<file path="src/rtl/lcdnw_pkg.sv">
// ---------------------------------------------------------------------------
// lcdnw_pkg
// Shared types, codes and command tables for the character LCD nibble
// write sequencer.
// ---------------------------------------------------------------------------
package lcdnw_pkg;

    // Request kinds carried in the func field of an input word.
    localparam logic [1:0] FUNC_INIT = 2'd0;
    localparam logic [1:0] FUNC_CMD  = 2'd1;
    localparam logic [1:0] FUNC_POS  = 2'd2;
    localparam logic [1:0] FUNC_CHAR = 2'd3;

    // Status codes reported on the final word of a request.
    localparam logic [1:0] ST_OK      = 2'd0;
    localparam logic [1:0] ST_TRUNC   = 2'd1;
    localparam logic [1:0] ST_INVALID = 2'd2;

    // Configuration register indexes.
    localparam logic [1:0] REG_POWER_UP_WAIT    = 2'd0;
    localparam logic [1:0] REG_SECOND_INIT_WAIT = 2'd1;
    localparam logic [1:0] REG_SHORT_INIT_WAIT  = 2'd2;
    localparam logic [1:0] REG_BYTE_WAIT        = 2'd3;

    localparam logic [15:0] RST_POWER_UP_WAIT    = 16'd15000;
    localparam logic [15:0] RST_SECOND_INIT_WAIT = 16'd5000;
    localparam logic [15:0] RST_SHORT_INIT_WAIT  = 16'd250;
    localparam logic [15:0] RST_BYTE_WAIT        = 16'd1000;

    // Controller commands.
    localparam logic [7:0] CMD_FUNCTION_SET = 8'h28;
    localparam logic [7:0] CMD_DISPLAY_ON   = 8'h0F;
    localparam logic [7:0] CMD_CLEAR        = 8'h01;
    localparam logic [7:0] CMD_ENTRY_MODE   = 8'h06;
    localparam logic [7:0] CMD_SET_DDRAM    = 8'h80;
    localparam logic [7:0] LINE2_OFFSET     = 8'h40;

    localparam logic [3:0] WAKE_NIBBLE      = 4'h3;
    localparam logic [3:0] FOUR_BIT_NIBBLE  = 4'h2;

    // Init request: three wake-up nibbles and one four-bit-mode nibble, then five command bytes.
    localparam int          INIT_STEPS     = 14;
    localparam int          STEP_W         = 4;
    localparam logic [3:0]  INIT_LAST_STEP = 4'(INIT_STEPS - 1);
    localparam logic [3:0]  INIT_BYTE_STEP = 4'd4;

    localparam int DEFAULT_COLUMNS     = 16;
    localparam int DEFAULT_LINES       = 2;
    localparam int DEFAULT_QUEUE_DEPTH = 2;

    typedef enum logic [2:0] {
        JOB_BYTE   = 3'b001,
        JOB_INIT   = 3'b010,
        JOB_STATUS = 3'b100
    } job_kind_t;

    // One unit of work handed from the front to the back.
    typedef struct packed {
        job_kind_t  kind;
        logic       rs;
        logic [7:0] data;
        logic [1:0] status;
    } job_t;

    typedef struct packed {
        logic [15:0] power_up_wait;
        logic [15:0] second_init_wait;
        logic [15:0] short_init_wait;
        logic [15:0] byte_wait;
    } wait_cfg_t;

    function automatic logic [7:0] init_byte(input logic [2:0] idx);
        logic [7:0] b;
        case (idx)
            3'd0:    b = CMD_FUNCTION_SET;
            3'd1:    b = CMD_DISPLAY_ON;
            3'd2:    b = CMD_CLEAR;
            3'd3:    b = CMD_ENTRY_MODE;
            3'd4:    b = CMD_SET_DDRAM;
            default: b = 8'h00;
        endcase
        return b;
    endfunction

    function automatic logic [3:0] init_nibble(input logic [3:0] step);
        logic [3:0] idx;
        logic [7:0] b;
        logic [3:0] nib;
        idx = step - INIT_BYTE_STEP;
        b   = init_byte(idx[3:1]);
        if (step < 4'd3)
        begin
            nib = WAKE_NIBBLE;
        end
        else if (step == 4'd3)
        begin
            nib = FOUR_BIT_NIBBLE;
        end
        else
        begin
            // Even steps carry the high nibble of a command byte.
            nib = step[0] ? b[3:0] : b[7:4];
        end
        return nib;
    endfunction

endpackage

</file>
<file path="src/rtl/lcdnw_req_if.sv">
// ---------------------------------------------------------------------------
// lcdnw_req_if
// Request channel: one word per LCD request.
// ---------------------------------------------------------------------------
interface lcdnw_req_if;
    logic              valid;
    logic              ready;
    logic [1:0]        func;
    logic [7:0]        value;
    logic signed [7:0] column;
    logic signed [7:0] row;
    logic              last_char;

    modport source (output valid, func, value, column, row, last_char, input ready);
    modport sink   (input valid, func, value, column, row, last_char, output ready);
endinterface

</file>
<file path="src/rtl/lcdnw_res_if.sv">
// ---------------------------------------------------------------------------
// lcdnw_res_if
// Result channel: one word per enable strobe or status report.
// ---------------------------------------------------------------------------
interface lcdnw_res_if;
    logic        valid;
    logic        ready;
    logic        strobe_res;
    logic        reg_select;
    logic [3:0]  nibble;
    logic [15:0] wait_before;
    logic [1:0]  status;
    logic        last;

    modport source (output valid, strobe_res, reg_select, nibble, wait_before, status, last,
                    input ready);
    modport sink   (input valid, strobe_res, reg_select, nibble, wait_before, status, last,
                    output ready);
endinterface

</file>
<file path="src/rtl/lcdnw_front.sv">
// ---------------------------------------------------------------------------
// lcdnw_front
// Accepts request words, checks positions, tracks the print room and turns
// each request into at most one job for the back end.
// ---------------------------------------------------------------------------
module lcdnw_front #(
    parameter int COLUMNS = lcdnw_pkg::DEFAULT_COLUMNS,
    parameter int LINES   = lcdnw_pkg::DEFAULT_LINES
) (
    input  logic             clk,
    input  logic             rst_n,
    lcdnw_req_if.sink        req,
    output logic             job_push,
    output lcdnw_pkg::job_t  job,
    input  logic             job_full
);

    localparam int         ROOM_W   = $clog2(COLUMNS + 2);
    localparam logic [7:0] COL_MAX  = 8'(COLUMNS);
    localparam logic [7:0] ROW_MAX  = 8'(LINES);
    localparam logic [ROOM_W-1:0] ROOM_FULL = ROOM_W'(COLUMNS + 1);

    logic              armed_reg;
    logic              armed_next;
    logic [ROOM_W-1:0] room_reg;
    logic [ROOM_W-1:0] room_next;

    logic              accept;
    logic              want_push;
    logic              pos_ok;
    logic              has_room;
    logic [ROOM_W-1:0] room_dec;
    logic [ROOM_W-1:0] room_init;
    logic [7:0]        ddram_base;
    logic [7:0]        pos_byte;

    assign req.ready = !job_full;
    assign accept    = req.valid && req.ready;
    assign job_push  = accept && want_push;

    // Negative values fail on the sign bit; the rest compare as unsigned.
    assign pos_ok = !req.column[7] && ($unsigned(req.column) <= COL_MAX) &&
                    !req.row[7]    && ($unsigned(req.row) <= ROW_MAX);

    assign has_room   = (room_reg != '0);
    assign room_dec   = room_reg - ROOM_W'(has_room);
    assign room_init  = ROOM_FULL - ROOM_W'($unsigned(req.column));
    assign ddram_base = (req.row == 8'sd2)
                        ? (lcdnw_pkg::CMD_SET_DDRAM + lcdnw_pkg::LINE2_OFFSET)
                        : lcdnw_pkg::CMD_SET_DDRAM;
    assign pos_byte   = ddram_base + $unsigned(req.column);

    always_comb
    begin
        want_push  = 1'b0;
        job.kind   = lcdnw_pkg::JOB_BYTE;
        job.rs     = 1'b0;
        job.data   = req.value;
        job.status = lcdnw_pkg::ST_OK;
        armed_next = armed_reg;
        room_next  = room_reg;
        case (req.func)
            lcdnw_pkg::FUNC_INIT:
            begin
                want_push = 1'b1;
                job.kind  = lcdnw_pkg::JOB_INIT;
            end
            lcdnw_pkg::FUNC_CMD:
            begin
                want_push = 1'b1;
            end
            lcdnw_pkg::FUNC_POS:
            begin
                if (pos_ok)
                begin
                    armed_next = 1'b1;
                    room_next  = room_init;
                    job.data   = pos_byte;
                    // Line zero only arms the print.
                    want_push  = (req.row != 8'sd0);
                end
                else
                begin
                    armed_next = 1'b0;
                    room_next  = '0;
                    want_push  = 1'b1;
                    job.kind   = lcdnw_pkg::JOB_STATUS;
                    job.status = lcdnw_pkg::ST_INVALID;
                end
            end
            lcdnw_pkg::FUNC_CHAR:
            begin
                job.rs = 1'b1;
                if (!armed_reg)
                begin
                    want_push = 1'b1;
                end
                else
                begin
                    if (has_room)
                    begin
                        want_push = 1'b1;
                        room_next = room_dec;
                    end
                    if (req.last_char)
                    begin
                        job.status = (room_dec == '0) ? lcdnw_pkg::ST_TRUNC
                                                      : lcdnw_pkg::ST_OK;
                        if (!has_room)
                        begin
                            want_push = 1'b1;
                            job.kind  = lcdnw_pkg::JOB_STATUS;
                        end
                        armed_next = 1'b0;
                        room_next  = '0;
                    end
                end
            end
            default:
            begin
                want_push = 1'b0;
            end
        endcase
    end

    always_ff @(posedge clk or negedge rst_n)
    begin
        if (!rst_n)
        begin
            armed_reg <= 1'b0;
            room_reg  <= '0;
        end
        else if (accept)
        begin
            armed_reg <= armed_next;
            room_reg  <= room_next;
        end
    end

endmodule

</file>
<file path="src/rtl/lcdnw_queue.sv">
// ---------------------------------------------------------------------------
// lcdnw_queue
// Short job FIFO between the request front end and the strobe back end.
// ---------------------------------------------------------------------------
module lcdnw_queue #(
    parameter int DEPTH = lcdnw_pkg::DEFAULT_QUEUE_DEPTH
) (
    input  logic             clk,
    input  logic             rst_n,
    input  logic             push,
    input  lcdnw_pkg::job_t  push_job,
    output logic             full,
    input  logic             pop,
    output lcdnw_pkg::job_t  head_job,
    output logic             empty
);

    localparam int PTR_W = (DEPTH > 1) ? $clog2(DEPTH) : 1;
    localparam int CNT_W = $clog2(DEPTH + 1);
    localparam logic [PTR_W-1:0] PTR_LAST = PTR_W'(DEPTH - 1);
    localparam logic [CNT_W-1:0] CNT_FULL = CNT_W'(DEPTH);

    lcdnw_pkg::job_t  entry_reg [DEPTH];
    logic [PTR_W-1:0] wr_ptr_reg;
    logic [PTR_W-1:0] wr_ptr_next;
    logic [PTR_W-1:0] rd_ptr_reg;
    logic [PTR_W-1:0] rd_ptr_next;
    logic [CNT_W-1:0] count_reg;
    logic [CNT_W-1:0] count_next;

    assign full     = (count_reg == CNT_FULL);
    assign empty    = (count_reg == '0);
    assign head_job = entry_reg[rd_ptr_reg];

    always_comb
    begin
        wr_ptr_next = wr_ptr_reg;
        rd_ptr_next = rd_ptr_reg;
        count_next  = count_reg;
        if (push)
        begin
            wr_ptr_next = (wr_ptr_reg == PTR_LAST) ? '0 : wr_ptr_reg + 1'b1;
        end
        if (pop)
        begin
            rd_ptr_next = (rd_ptr_reg == PTR_LAST) ? '0 : rd_ptr_reg + 1'b1;
        end
        if (push && !pop)
        begin
            count_next = count_reg + 1'b1;
        end
        else if (pop && !push)
        begin
            count_next = count_reg - 1'b1;
        end
    end

    always_ff @(posedge clk or negedge rst_n)
    begin
        if (!rst_n)
        begin
            wr_ptr_reg <= '0;
            rd_ptr_reg <= '0;
            count_reg  <= '0;
        end
        else
        begin
            wr_ptr_reg <= wr_ptr_next;
            rd_ptr_reg <= rd_ptr_next;
            count_reg  <= count_next;
        end
    end

    always_ff @(posedge clk)
    begin
        if (push)
        begin
            entry_reg[wr_ptr_reg] <= push_job;
        end
    end

endmodule

</file>
<file path="src/rtl/lcdnw_back.sv">
// ---------------------------------------------------------------------------
// lcdnw_back
// Expands each job into nibble strobe words, or a status word, one per
// cycle while the output is not stalled, into a registered output stage.
// ---------------------------------------------------------------------------
module lcdnw_back (
    input  logic                  clk,
    input  logic                  rst_n,
    input  logic                  job_valid,
    input  lcdnw_pkg::job_t       job,
    output logic                  job_pop,
    input  lcdnw_pkg::wait_cfg_t  cfg,
    lcdnw_res_if.source           res
);

    logic [lcdnw_pkg::STEP_W-1:0] step_reg;
    logic [lcdnw_pkg::STEP_W-1:0] step_next;

    logic        out_valid_reg;
    logic        out_valid_next;
    logic        strobe_reg;
    logic        rs_reg;
    logic [3:0]  nibble_reg;
    logic [15:0] wait_reg;
    logic [1:0]  status_reg;
    logic        last_reg;

    logic        load;
    logic        c_strobe;
    logic        c_rs;
    logic [3:0]  c_nibble;
    logic [15:0] c_wait;
    logic [1:0]  c_status;
    logic        c_final;
    logic [16:0] first_wait_sum;
    logic [15:0] first_wait;

    assign load    = job_valid && (!out_valid_reg || res.ready);
    assign job_pop = load && c_final;

    // The first command byte of init waits both delays, saturated to 16 bits.
    assign first_wait_sum = {1'b0, cfg.short_init_wait} + {1'b0, cfg.byte_wait};
    assign first_wait     = first_wait_sum[16] ? 16'hFFFF : first_wait_sum[15:0];

    always_comb
    begin
        c_strobe = 1'b1;
        c_rs     = job.rs;
        c_nibble = step_reg[0] ? job.data[3:0] : job.data[7:4];
        c_wait   = step_reg[0] ? 16'd0 : cfg.byte_wait;
        c_status = lcdnw_pkg::ST_OK;
        c_final  = step_reg[0];
        case (job.kind)
            lcdnw_pkg::JOB_BYTE:
            begin
                c_status = step_reg[0] ? job.status : lcdnw_pkg::ST_OK;
            end
            lcdnw_pkg::JOB_INIT:
            begin
                c_rs     = 1'b0;
                c_nibble = lcdnw_pkg::init_nibble(step_reg);
                c_final  = (step_reg == lcdnw_pkg::INIT_LAST_STEP);
                case (step_reg)
                    4'd0:    c_wait = cfg.power_up_wait;
                    4'd1:    c_wait = cfg.second_init_wait;
                    4'd2:    c_wait = cfg.short_init_wait;
                    4'd3:    c_wait = cfg.short_init_wait;
                    4'd4:    c_wait = first_wait;
                    default: c_wait = step_reg[0] ? 16'd0 : cfg.byte_wait;
                endcase
            end
            lcdnw_pkg::JOB_STATUS:
            begin
                c_strobe = 1'b0;
                c_rs     = 1'b0;
                c_nibble = 4'd0;
                c_wait   = 16'd0;
                c_status = job.status;
                c_final  = 1'b1;
            end
            default:
            begin
                c_strobe = 1'b0;
                c_final  = 1'b1;
            end
        endcase
    end

    always_comb
    begin
        step_next = step_reg;
        if (load)
        begin
            step_next = c_final ? '0 : step_reg + 1'b1;
        end
        if (load)
        begin
            out_valid_next = 1'b1;
        end
        else if (res.ready)
        begin
            out_valid_next = 1'b0;
        end
        else
        begin
            out_valid_next = out_valid_reg;
        end
    end

    always_ff @(posedge clk or negedge rst_n)
    begin
        if (!rst_n)
        begin
            step_reg      <= '0;
            out_valid_reg <= 1'b0;
        end
        else
        begin
            step_reg      <= step_next;
            out_valid_reg <= out_valid_next;
        end
    end

    always_ff @(posedge clk)
    begin
        if (load)
        begin
            strobe_reg <= c_strobe;
            rs_reg     <= c_rs;
            nibble_reg <= c_nibble;
            wait_reg   <= c_wait;
            status_reg <= c_status;
            last_reg   <= c_final;
        end
    end

    assign res.valid       = out_valid_reg;
    assign res.strobe_res  = strobe_reg;
    assign res.reg_select  = rs_reg;
    assign res.nibble      = nibble_reg;
    assign res.wait_before = wait_reg;
    assign res.status      = status_reg;
    assign res.last        = last_reg;

endmodule

</file>
<file path="src/rtl/char_lcd_nibble_write_sequencer_core.sv">
// ---------------------------------------------------------------------------
// char_lcd_nibble_write_sequencer_core
// Turns character LCD requests into 4-bit enable strobes with wait times.
//
//   channel  direction  word
//   req      in         func, value, column, row, last_char
//   res      out        strobe_res, reg_select, nibble, wait_before, status, last
//   cfg      in         cfg_wr_en, cfg_index, cfg_wdata (write only)
//
// A byte request gives two output words in the strobe back end, init gives
// fourteen, a status report one. The back end's one-word-per-cycle expansion
// sets the rate while the result is not stalled; requests enter at one per cycle
// while the job queue has room. Reset clears the print state, the queue and
// the output stage and loads the default waits. A stalled result stalls the
// back end only; the front end keeps taking requests until the queue fills.
// ---------------------------------------------------------------------------
module char_lcd_nibble_write_sequencer_core #(
    parameter int COLUMNS     = lcdnw_pkg::DEFAULT_COLUMNS,
    parameter int LINES       = lcdnw_pkg::DEFAULT_LINES,
    parameter int QUEUE_DEPTH = lcdnw_pkg::DEFAULT_QUEUE_DEPTH
) (
    input  logic        clk,
    input  logic        rst_n,
    lcdnw_req_if.sink   req,
    lcdnw_res_if.source res,
    input  logic        cfg_wr_en,
    input  logic [1:0]  cfg_index,
    input  logic [15:0] cfg_wdata
);

    lcdnw_pkg::wait_cfg_t cfg_reg;

    logic            job_push;
    lcdnw_pkg::job_t push_job;
    logic            job_full;
    logic            job_pop;
    lcdnw_pkg::job_t head_job;
    logic            job_empty;

    always_ff @(posedge clk or negedge rst_n)
    begin
        if (!rst_n)
        begin
            cfg_reg.power_up_wait    <= lcdnw_pkg::RST_POWER_UP_WAIT;
            cfg_reg.second_init_wait <= lcdnw_pkg::RST_SECOND_INIT_WAIT;
            cfg_reg.short_init_wait  <= lcdnw_pkg::RST_SHORT_INIT_WAIT;
            cfg_reg.byte_wait        <= lcdnw_pkg::RST_BYTE_WAIT;
        end
        else if (cfg_wr_en)
        begin
            case (cfg_index)
                lcdnw_pkg::REG_POWER_UP_WAIT:    cfg_reg.power_up_wait    <= cfg_wdata;
                lcdnw_pkg::REG_SECOND_INIT_WAIT: cfg_reg.second_init_wait <= cfg_wdata;
                lcdnw_pkg::REG_SHORT_INIT_WAIT:  cfg_reg.short_init_wait  <= cfg_wdata;
                lcdnw_pkg::REG_BYTE_WAIT:        cfg_reg.byte_wait        <= cfg_wdata;
                default:                         cfg_reg                  <= cfg_reg;
            endcase
        end
    end

    lcdnw_front #(
        .COLUMNS (COLUMNS),
        .LINES   (LINES)
    ) u_front (
        .clk      (clk),
        .rst_n    (rst_n),
        .req      (req),
        .job_push (job_push),
        .job      (push_job),
        .job_full (job_full)
    );

    lcdnw_queue #(
        .DEPTH (QUEUE_DEPTH)
    ) u_queue (
        .clk      (clk),
        .rst_n    (rst_n),
        .push     (job_push),
        .push_job (push_job),
        .full     (job_full),
        .pop      (job_pop),
        .head_job (head_job),
        .empty    (job_empty)
    );

    lcdnw_back u_back (
        .clk       (clk),
        .rst_n     (rst_n),
        .job_valid (!job_empty),
        .job       (head_job),
        .job_pop   (job_pop),
        .cfg       (cfg_reg),
        .res       (res)
    );

endmodule
</file>
<file path="src/flat_wrapper.sv">
// flat-port wrapper written by rule: the top's interface ports become plain ports
module char_lcd_nibble_write_sequencer_core_flat 
#(
    parameter int COLUMNS     = lcdnw_pkg::DEFAULT_COLUMNS,
    parameter int LINES       = lcdnw_pkg::DEFAULT_LINES,
    parameter int QUEUE_DEPTH = lcdnw_pkg::DEFAULT_QUEUE_DEPTH
)
  (clk, rst_n, cfg_wr_en, cfg_index, cfg_wdata, req_valid, req_func, req_value, req_column, req_row, req_last_char, req_ready, res_valid, res_strobe_res, res_reg_select, res_nibble, res_wait_before, res_status, res_last, res_ready);
  lcdnw_req_if req_i ();
  lcdnw_res_if res_i ();
  input  logic clk;
  input  logic rst_n;
  input  logic cfg_wr_en;
  input  logic [1:0] cfg_index;
  input  logic [15:0] cfg_wdata;
  input wire logic [$bits(req_i.valid)-1:0] req_valid;
  input wire logic [$bits(req_i.func)-1:0] req_func;
  input wire logic [$bits(req_i.value)-1:0] req_value;
  input wire logic [$bits(req_i.column)-1:0] req_column;
  input wire logic [$bits(req_i.row)-1:0] req_row;
  input wire logic [$bits(req_i.last_char)-1:0] req_last_char;
  output wire logic [$bits(req_i.ready)-1:0] req_ready;
  output wire logic [$bits(res_i.valid)-1:0] res_valid;
  output wire logic [$bits(res_i.strobe_res)-1:0] res_strobe_res;
  output wire logic [$bits(res_i.reg_select)-1:0] res_reg_select;
  output wire logic [$bits(res_i.nibble)-1:0] res_nibble;
  output wire logic [$bits(res_i.wait_before)-1:0] res_wait_before;
  output wire logic [$bits(res_i.status)-1:0] res_status;
  output wire logic [$bits(res_i.last)-1:0] res_last;
  input wire logic [$bits(res_i.ready)-1:0] res_ready;
  assign req_i.valid = req_valid;
  assign req_i.func = req_func;
  assign req_i.value = req_value;
  assign req_i.column = req_column;
  assign req_i.row = req_row;
  assign req_i.last_char = req_last_char;
  assign req_ready = req_i.ready;
  assign res_valid = res_i.valid;
  assign res_strobe_res = res_i.strobe_res;
  assign res_reg_select = res_i.reg_select;
  assign res_nibble = res_i.nibble;
  assign res_wait_before = res_i.wait_before;
  assign res_status = res_i.status;
  assign res_last = res_i.last;
  assign res_i.ready = res_ready;
  char_lcd_nibble_write_sequencer_core #(.COLUMNS(COLUMNS), .LINES(LINES), .QUEUE_DEPTH(QUEUE_DEPTH)) u_core (.clk(clk), .rst_n(rst_n), .req(req_i), .res(res_i), .cfg_wr_en(cfg_wr_en), .cfg_index(cfg_index), .cfg_wdata(cfg_wdata));
endmodule
</file>
<file path="config.mk">
export PLATFORM = sky130hd
export DESIGN_NAME = char_lcd_nibble_write_sequencer_core_flat
export DESIGN_NICKNAME = d
export VERILOG_FILES = /design/src/rtl/lcdnw_pkg.sv /design/src/rtl/lcdnw_req_if.sv /design/src/rtl/lcdnw_res_if.sv /design/src/rtl/lcdnw_front.sv /design/src/rtl/lcdnw_queue.sv /design/src/rtl/lcdnw_back.sv /design/src/rtl/char_lcd_nibble_write_sequencer_core.sv /design/src/flat_wrapper.sv
export SDC_FILE = /design/constraint.sdc
export NUM_CORES = 1
export LEC_CHECK = 0
export BUFFER_PORTS_ARGS = -buffer_cell sky130_fd_sc_hd__buf_2
export CAP_MARGIN = 20
export CELL_PAD_IN_SITES_DETAIL_PLACEMENT = 0
export CELL_PAD_IN_SITES_GLOBAL_PLACEMENT = 1
export CORE_ASPECT_RATIO = 1.1
export CORE_UTILIZATION = 34
export CTS_CLUSTER_SIZE = 30
export DETAILED_ROUTE_END_ITERATION = 6
export HOLD_SLACK_MARGIN = 0.08
export PLACE_DENSITY_LB_ADDON = 0.1
export SLEW_MARGIN = 20
export SYNTH_ARGS = -nofsm -noshare
export SYNTH_HDL_FRONTEND = slang
export SYNTH_SLANG_ARGS = --single-unit
</file>
<file path="constraint.sdc">
create_clock -name clk -period 7.58 [get_ports clk]
set_input_delay 1.516 -clock clk [delete_from_list [all_inputs] [get_ports clk]]
set_output_delay 1.516 -clock clk [all_outputs]
set_load 0.05 [all_outputs]
</file>
==> run summary, run 1 <==
status: finished clean
initial antenna violation count: 0
first drt pass iteration count: 7
RSZ-0062 raised after global routing: no
flops & latches, synth: 132
Design Area, Final: 8280 µm²
Peak VDD IR: 151 µV
f_max: 270 MHz
critical path class: reg2reg
post-synthesis area per instance: 12.0 µm²
skew final: 14.2 ps
Setup Buffers After CTS: 0
Synth async-reset ratio: 0.598
fin crit share: 0.488
WL/cell: 19.6 µm
first-pass GRT wire length: 29300 µm
Initial Util: 0.352
clock buffer depth: 2
critical path's slowest cell: or3_1
Final ANT Viol Nets: 0
Largest register FFs: 64
CTS buffer count: 17
Max transition margin: 0.365
setup violators final: 0
Die W: 139 µm
Main synth FF type: dfrtp_1
CTS tree: built
Clock Pin Slew Worst Setup and Hold Paths: 60 ps
Ports: 77
hold crit path type: reg2reg
Worst Reg2Reg Path Length in Cells: 7
overall routing resource usage: 0.180
gpl congestion: 0.799
H-tree levels: 4
Min-Delay Endpoint: u_core.u_queue.wr_ptr_reg
GRT overflow: 0
final worst slack: 3880 ps
post-route minimum period: 3700 ps
via count: 5063
Storage cell area: 3600 µm²
share of cells above drive strength 1: 0.341
EDFF count, synth: 53
Diodes inserted: 0
pin count of the biggest net entering global routing: 68
largest stage delay on the critical path: 770 ps
Top delay family on crit path: compound AO/OA/AOI/OAI gates
WP data required: 7740 ps
P&R area growth vs syn: 17.3%
FILL cells: 1973
CP Capture Type: flop
Setup TNS: 0 ps
Hold Violations, Final: 0
Seq/Total Area, Yosys: 0.510
Post-Place Setup Slack: 3380 ps
CORE AREA: 20100 µm²
Yosys warnings: 0
Slew Limit Fails: 0
CTS resizes: 0
CP cell instances: inv_1 -> ha_1 -> o41ai_1 -> or3_1 -> nor2_4 -> a221oi_1 -> o21ai_1
Hold Crit Start: u_core.u_queue.wr_ptr_reg
nets@finish: 748
Root Buffer: clkbuf_16
Post-DP Area: 7710 µm²
DIE HEIGHT: 153 µm
hold_buf cts: 0
post-synthesis cell type count: 70
DRC viols: 0
WL final: 18300 µm
Critical Path Fanout Max: 17
Cell Area, Synth: 7060 µm²
Tightest Pin Transition: 952 ps
Reg2Reg Launch Point: u_core.u_back.step_reg[0]
Mapped Cells: 589
Buf/Inv on CP: 1
row cnt: 54
worst-skew pair later-pin latency: 420 ps
setup slack, reg-to-reg: 3880 ps
Die ar.: 21300 µm²
power per cell area: 403 nW/µm²
critical path arrival: 3860 ps
Synth Net Count: 669
maxcap violations: 0
crit path launch type: flop
area used by multi-input combinational logic: 3290 µm²
r2r endpoint: u_core.u_back.res.wait_before[14]
DRT iter0 DRCs: 336
TritonCTS Sinks: 132
number of port buffers: 76
vias in the first global route: 5255
DPL Wire Length: 12900 µm
Power Total: 3340 µW
hold depth: 1
vias per cell: 5.43
Leak Pwr: 0.00329 µW
-- routing by layer --
| metal | wire length, µm | share of wire | vias up | track usage |
|---|---|---|---|---|
| li1 | - | - | 2404 | - |
| met1 | 7790 | 0.43 | 2495 | 0.218 |
| met2 | 9280 | 0.51 | 135 | 0.311 |
| met3 | 847 | 0.046 | 29 | 0.0388 |
| met4 | 343 | 0.019 | 0 | 0.0667 |
| met5 | 0 | 0 | - | 0 |
-- Yosys cell counts (all sizes together) (3+ instances only) --
cell     n  area, µm²
nand2   51        199
a222oi  16        160
a21o     4       31.3
nand3b   6       45.0
nor3    11       55.1
o221ai   4       35.0
clkbuf  13       48.8
buf     10       75.1
and2     4       25.0
edfxtp  53       1590
nor3b    4       30.0
a221oi   3       38.8
xnor2   14        123
nor2    33        131
inv     16       60.1
nand2b   4       25.0
o21a     6       45.0
dfrtp   55       1380
dfstp   24        631
mux2    74        833
mux4     4       90.1
a211oi   8       60.1
nand3   11       55.1
xor2     6       52.6
o211ai  13       97.6
a21oi   32        164
mux2i    7       95.1
a31oi    4       25.0
o21ai   35        175
ha      29        363
-- worst max path at each step --
stage,to,from,cells after the start
finish,u_core.u_back.res.wait_before[14],u_core.u_back.step_reg[0],7
detailed placement,u_core.u_queue.entry_reg[1][1],req_column[1],8
CTS,u_core.u_queue.entry_reg[1][1],req_column[1],8
floorplan,u_core.u_queue.entry_reg[1][0],req_column[1],8
global route,u_core.u_back.res.wait_before[14],u_core.u_back.step_reg[0],7
global placement,u_core.u_queue.entry_reg[0][1],req_column[1],8
-- cell usage in the layout (no fill, tap or decap), drive strengths merged, types with 3 or more instances in the layout --
| master | Yosys | routed |
|---|---|---|
| buf | 10 | 83 |
| mux2 | 74 | 74 |
| dfrtp | 55 | 55 |
| edfxtp | 53 | 53 |
| nand2 | 51 | 51 |
| o21ai | 35 | 35 |
| nor2 | 33 | 33 |
| a21oi | 32 | 32 |
| ha | 29 | 29 |
| dfstp | 24 | 24 |
| clkbuf | 13 | 17 |
| inv | 16 | 16 |
| a222oi | 16 | 16 |
| xnor2 | 14 | 14 |
| o211ai | 13 | 13 |
| nor3 | 11 | 11 |
| nand3 | 11 | 11 |
| clkinv | 0 | 10 |
| a211oi | 8 | 8 |
| mux2i | 7 | 7 |
| o21a | 6 | 6 |
| nand3b | 6 | 6 |
| xor2 | 6 | 6 |
| nand2b | 4 | 4 |
| a31oi | 4 | 4 |
| and2 | 4 | 4 |
| mux4 | 4 | 4 |
| o221ai | 4 | 4 |
| nor3b | 4 | 4 |
| a21o | 4 | 4 |
| clkinvlp | 0 | 3 |
| a221oi | 3 | 3 |
-- power breakdown --
part	total [µW]	internal, µW	switching (µW)
clock	797	479	318
sequential	1150	1010	139
combinational	1390	479	909
total	3340	1970	1370
-- kinds of logic after synthesis --
logic type,share of synthesized area
muxes,0.144
adders and majority gates,0.0542
and+or+nand+nor,0.0939
xor gates and xnor gates,0.0248
AOI/OAI and AO/OA,0.147
buffers and inverters,0.0261
DFF,0.510
-- through the flow --
stage	util	hold slack, ps	cells
final	0.413	495	933
after global placement	0.382	479	898
after detailed placement	0.384	489	901
after global routing	0.413	526	933
after floorplan	-	467	589
after CTS	0.413	501	933
-- cell type report --
cell class / count / area share
repair buffers: 83 / 0.0544
flip-flops and latches: 132 / 0.435
multi-input cells: 418 / 0.397
clock buffers: 17 / 0.0514
well taps: 252 / 0.0381
clock inverters: 15 / 0.0171
inverters: 16 / 0.00725
Power figures use the tool's default switching activity.
==> inputs of run 2 (changes only) <==
==> constraint.sdc (replaced) <==
create_clock -name clk -period 3.68 [get_ports clk]
set_input_delay 0.736 -clock clk [delete_from_list [all_inputs] [get_ports clk]]
set_output_delay 0.736 -clock clk [all_outputs]
set_load 0.05 [all_outputs]
==> run summary, run 2 (synthesis results as in run 1) <==
status: finished clean
Slew Limit Fails: 0 (unchanged)
worst-skew pair later-pin latency: 420 ps (about the same)
first drt pass iteration count: 5 (-2)
DPL Wire Length: 12800 µm (-1.2%)
Setup Buffers After CTS: 0 (unchanged)
Initial Util: 0.352 (unchanged)
fin util: 0.417 (+0.00480)
Setup TNS: 0 ps (unchanged)
setup violators final: 0 (unchanged)
skew final: 8.42 ps (-5.82 ps)
RSZ-0062 raised after global routing: no
critical path's slowest cell: o21ai_0
Power Total: 7070 µW (+110%)
CP cell instances: ha_1 -> fa_1 -> nand3_1 -> a211oi_1 -> o21ai_0 -> a31oi_2 -> a221oi_1 -> o21ai_1
WL/cell: 19.7 µm (+0.50%)
WL final: 18500 µm (+1.4%)
DRT iter0 DRCs: 383 (+14%)
most common cell after layout, fill and taps aside: buf_2
Hold Violations, Final: 0 (unchanged)
maxcap violations: 0 (unchanged)
DRC viols: 0 (unchanged)
pin count of the biggest net entering global routing: 75 (+10%)
WP data required: 3840 ps (-3900 ps)
Peak VDD IR: 304 µV (+100%)
vias in the first global route: 5302 (+0.89%)
vias per cell: 5.42 (about the same)
power per cell area: 844 nW/µm² (+110%)
fin crit share: 0.821 (+0.332)
nets@finish: 755 (+0.94%)
Root Buffer: clkbuf_16
Leak Pwr: 0.00335 µW (+1.7%)
Largest register FFs: 64 (unchanged)
hold_buf cts: 0 (unchanged)
setup slack, reg-to-reg: 660 ps (-3220 ps)
post-route minimum period: 3020 ps (-681 ps)
f_max: 331 MHz (+23%)
largest stage delay on the critical path: 530 ps (-240 ps)
Reg2Reg Launch Point: u_core.cfg_reg[0]
r2r endpoint: u_core.u_back.res.wait_before[14]
initial antenna violation count: 1 (+1)
Post-Layout Cell Count: 941 (+0.86%)
Die ar.: 21300 µm² (unchanged)
final worst slack: 660 ps (-3220 ps)
Post-Place Setup Slack: 383 ps (-2990 ps)
DIE HEIGHT: 153 µm (unchanged)
GRT overflow: 0 (unchanged)
Die W: 139 µm (unchanged)
crit path launch type: flop
CTS tree: built
TritonCTS Sinks: 132 (unchanged)
number of port buffers: 76 (unchanged)
number of cells on the critical path: 8 (+1)
row cnt: 54 (unchanged)
Buf/Inv on CP: 0 (-1)
Final ANT Viol Nets: 0 (unchanged)
Max transition margin: 0.357 (-0.00833)
overall routing resource usage: 0.183 (+0.00308)
P&R area growth vs syn: 18.7%
Top delay family on crit path: compound AO/OA/AOI/OAI gates
Critical Path Fanout Max: 13 (-4)
CP Capture Type: flop
gpl congestion: 0.824 (+3.1%)
most frequent cells in the layout: 75 x buf_2, 74 x mux2_2, 55 x dfrtp_1, 53 x edfxtp_1, 50 x nand2_1
CTS buffer count: 17 (unchanged)
Ports: 77 (unchanged)
critical path class: reg2reg
Worst Reg2Reg Path Length in Cells: 8 (+1)
Clock Pin Slew Worst Setup and Hold Paths: 60 ps (about the same)
CTS resizes: 0 (unchanged)
via count: 5103 (+0.79%)
share of cells above drive strength 1: 0.349 (+0.00816)
Tightest Pin Transition: 965 ps (+12.5 ps)
H-tree levels: 4 (unchanged)
first-pass GRT wire length: 29500 µm (+0.75%)
critical path arrival: 3180 ps (-680 ps)
CORE AREA: 20100 µm² (unchanged)
clock buffer depth: 2 (unchanged)
hold crit path type: in2async
Placed Cells: 908 (+0.78%)
==> run 2: worst max path at each step <==
stage / from / end / slack [ps]
finish: u_core.cfg_reg[0] / u_core.u_back.res.wait_before[14] / 660
global route: u_core.cfg_reg[0] / u_core.u_back.res.wait_before[9] / 450
CTS: u_core.cfg_reg[0] / u_core.u_back.res.wait_before[14] / 600
detailed placement: req_column[1] / u_core.u_queue.entry_reg[0][9] / 380
global placement: req_column[1] / u_core.u_queue.entry_reg[0][3] / 470
floorplan: req_column[1] / u_core.u_queue.entry_reg[1][0] / 780
==> run 2: layer usage <==
layer / vias to the layer above / track usage / part of all wire
li1: 2419 / - / -
met4: 0 / 0.0503 / 0.010
met1: 2549 / 0.220 / 0.43
met2: 121 / 0.326 / 0.52
met3: 14 / 0.0407 / 0.039
met5: - / 0 / 0
==> run 2: area by class of cell <==
cell class / count / area [µm²]
Timing Repair Buffer: 90 / 492
Fill cell: 1951 / 11700
Multi-Input combinational cell: 418 / 3290
Antenna cell: 1 / 2.50
Clock buffer: 19 / 433
Tap cell: 252 / 315
Clock inverter: 13 / 183
Sequential cell: 132 / 3600
Inverter: 16 / 60.1
==> run 2: worst register-to-register path: cells and delay by family (launching register included) <==
kind                     cells  cell delay (ps)
AND/OR/NAND/NOR              1              110
adder cells (fa/ha/maj)      2              670
flip-flops                   1              400
AO/OA/AOI/OAI                5             1590
==> run 2: where the power goes <==
part           leakage [µW]  switching [µW]  total [µW]  internal [µW]
clock              0.000301             645        1780           1130
combinational       0.00163            1920        2940           1020
sequential          0.00142             265        2350           2090
==> run 2: through the flow <==
stage               cell area [µm²]  hold WS [ps]
global placement               7740           483
finish                         8380           326
global route                   8370           393
CTS                            8370           506
floorplan                      7060           440
detailed placement             7750           493
==> inputs of run 3 (changes only) <==
==> constraint.sdc (replaced) <==
create_clock -name clk -period 3 [get_ports clk]
set_input_delay 0.6 -clock clk [delete_from_list [all_inputs] [get_ports clk]]
set_output_delay 0.6 -clock clk [all_outputs]
set_load 0.05 [all_outputs]
==> run summary, run 3 (synthesis results as in run 1) <==
H-tree levels: 4 (unchanged)
gpl congestion: 0.851 (+3.3%)
via count: 5111 (+0.16%)
hold_buf cts: 0 (unchanged)
share of cells above drive strength 1: 0.361 (+0.0124)
hold crit path type: in2async
nets@finish: 773 (+2.4%)
final worst slack: 332 ps (-328 ps)
Post-Place Setup Slack: 329 ps (-53.9 ps)
number of port buffers: 76 (unchanged)
clock buffer depth: 2 (unchanged)
critical path's slowest cell: dfstp_2
maxcap violations: 0 (unchanged)
critical path arrival: 2820 ps (-360 ps)
most frequent cells in the layout: 75 x buf_2, 74 x mux2_2, 55 x dfrtp_1, 53 x edfxtp_1, 50 x nand2_1
Critical Path Fanout Max: 4 (-9)
power per cell area: 1030 nW/µm² (+22%)
DIE HEIGHT: 153 µm (unchanged)
Final ANT Viol Nets: 0 (unchanged)
worst-skew pair later-pin latency: 410 ps (about the same)
f_max: 375 MHz (+13%)
vias per cell: 5.33 (-1.7%)
RSZ-0062 raised after global routing: no
Slew Limit Fails: 0 (unchanged)
WL/cell: 19.0 µm (-3.4%)
Ports: 77 (unchanged)
Root Buffer: clkbuf_16
failing checks: DRC
WP data required: 3150 ps (-690 ps)
Peak VDD IR: 368 µV (+21%)
Die ar.: 21300 µm² (unchanged)
initial antenna violation count: 1 (unchanged)
first drt pass iteration count: 7 (+2)
Setup Buffers After CTS: 0 (unchanged)
WHS: 192 ps (-135 ps)
crit path launch type: flop
Leak Pwr: 0.00344 µW (+2.6%)
row cnt: 54 (unchanged)
DRT iter0 DRCs: 223 (-42%)
CP cell instances: ha_1 -> a211oi_1 -> o211ai_1 -> a2111oi_0 -> nor3_1 -> a221oi_2 -> o211ai_1
Initial Util: 0.352 (unchanged)
Max transition margin: 0.522 (+0.166)
fin crit share: 0.889 (+0.0686)
first-pass GRT wire length: 29400 µm (-0.19%)
setup violators final: 0 (unchanged)
WL final: 18200 µm (-1.6%)
status: finished, violations left
largest stage delay on the critical path: 580 ps (+50 ps)
post-route minimum period: 2670 ps (-352 ps)
vias in the first global route: 5490 (+3.5%)
pin count of the biggest net entering global routing: 44 (-41%)
TritonCTS Sinks: 132 (unchanged)
Die W: 139 µm (unchanged)
critical path class: reg2reg
Tightest Pin Transition: 716 ps (-249 ps)
CTS buffer count: 17 (unchanged)
CORE AREA: 20100 µm² (unchanged)
DPL Wire Length: 13600 µm (+6.2%)
CP Capture Type: flop
crit-path most repeated cell: o211ai_1
DRC viols: 4 (+4)
CTS resizes: 0 (unchanged)
GRT overflow: 0 (unchanged)
Top delay family on crit path: compound AO/OA/AOI/OAI gates
CTS tree: built
most common cell after layout, fill and taps aside: buf_2
overall routing resource usage: 0.181 (-0.00219)
skew final: 7.45 ps (-0.970 ps)
Hold Violations, Final: 0 (unchanged)
Setup TNS: 0 ps (unchanged)
Clock Pin Slew Worst Setup and Hold Paths: 60 ps (about the same)
P&R area growth vs syn: 20.5%
Largest register FFs: 64 (unchanged)
Buf/Inv on CP: 0 (unchanged)
==> run 3: cell types whose count changed in the layout (fill, tap and decap cells not counted), moves of 2 or more <==
| cell | before | now |
|---|---|---|
| nor2_2 | 2 | 0 |
| nor2_1 | 30 | 32 |
| buf_4 | 14 | 33 |
| clkinv_4 | 3 | 1 |
==> run 3: worst register-to-register path: cells and delay by family, from the launching register on <==
kind,cells,cell delay [ps]
fa+ha+maj,1,260
compound gates,5,1410
flops,1,580
simple gates,1,160
==> run 3: power by group <==
group	total [µW]	switching, µW	internal [µW]
Clock	2200	785	1410
Combinational	3740	2380	1360
Sequential	2850	294	2560
Total	8790	3460	5330
==> run 3: per-layer routing <==
metal | part of all wire | track usage | up-vias | wire length (µm)
li1 | - | - | 2461 | -
met1 | 0.41 | 0.204 | 2532 | 7470
met2 | 0.54 | 0.336 | 102 | 9890
met3 | 0.036 | 0.0398 | 16 | 659
met4 | 0.011 | 0.0545 | 0 | 201
met5 | 0 | 0 | - | 0
==> run 3: final cells by class <==
class | instances | area [µm²]
Fill cell | 1919 | 11600
Sequential cell | 132 | 3600
Multi-Input combinational cell | 418 | 3280
Timing Repair Buffer | 108 | 623
Clock buffer | 19 | 443
Tap cell | 252 | 315
Clock inverter | 13 | 180
Inverter | 16 | 60.1
Antenna cell | 1 | 2.50
==> run 3: final timing paths <==
check,startpoint,endpoint,slack (ps),depth (start not counted)
hold / removal,rst_n,u_core.u_back.step_reg[1],190,1
setup / recovery,u_core.cfg_reg[17],u_core.u_back.res.wait_before[11],330,7
hold reg to reg,u_core.u_back.res.valid,u_core.u_back.res.valid,490,2
max in group asynchronous,rst_n,u_core.cfg_reg[40],1990,2
setup reg to reg,u_core.cfg_reg[17],u_core.u_back.res.wait_before[11],330,7
min in group clk,res_ready,u_core.u_back.res.valid,440,3
==> run 3: through the flow <==
stage | cells | total power [µW] | util | area (µm²)
final | 959 | 8790 | 0.424 | 8500
after global routing | 958 | 9310 | 0.424 | 8500
after CTS | 958 | 8910 | 0.424 | 8500
after detailed placement | 926 | 6670 | 0.393 | 7880
after global placement | 926 | 6640 | 0.393 | 7880
after floorplan | 589 | 5550 | - | 7060
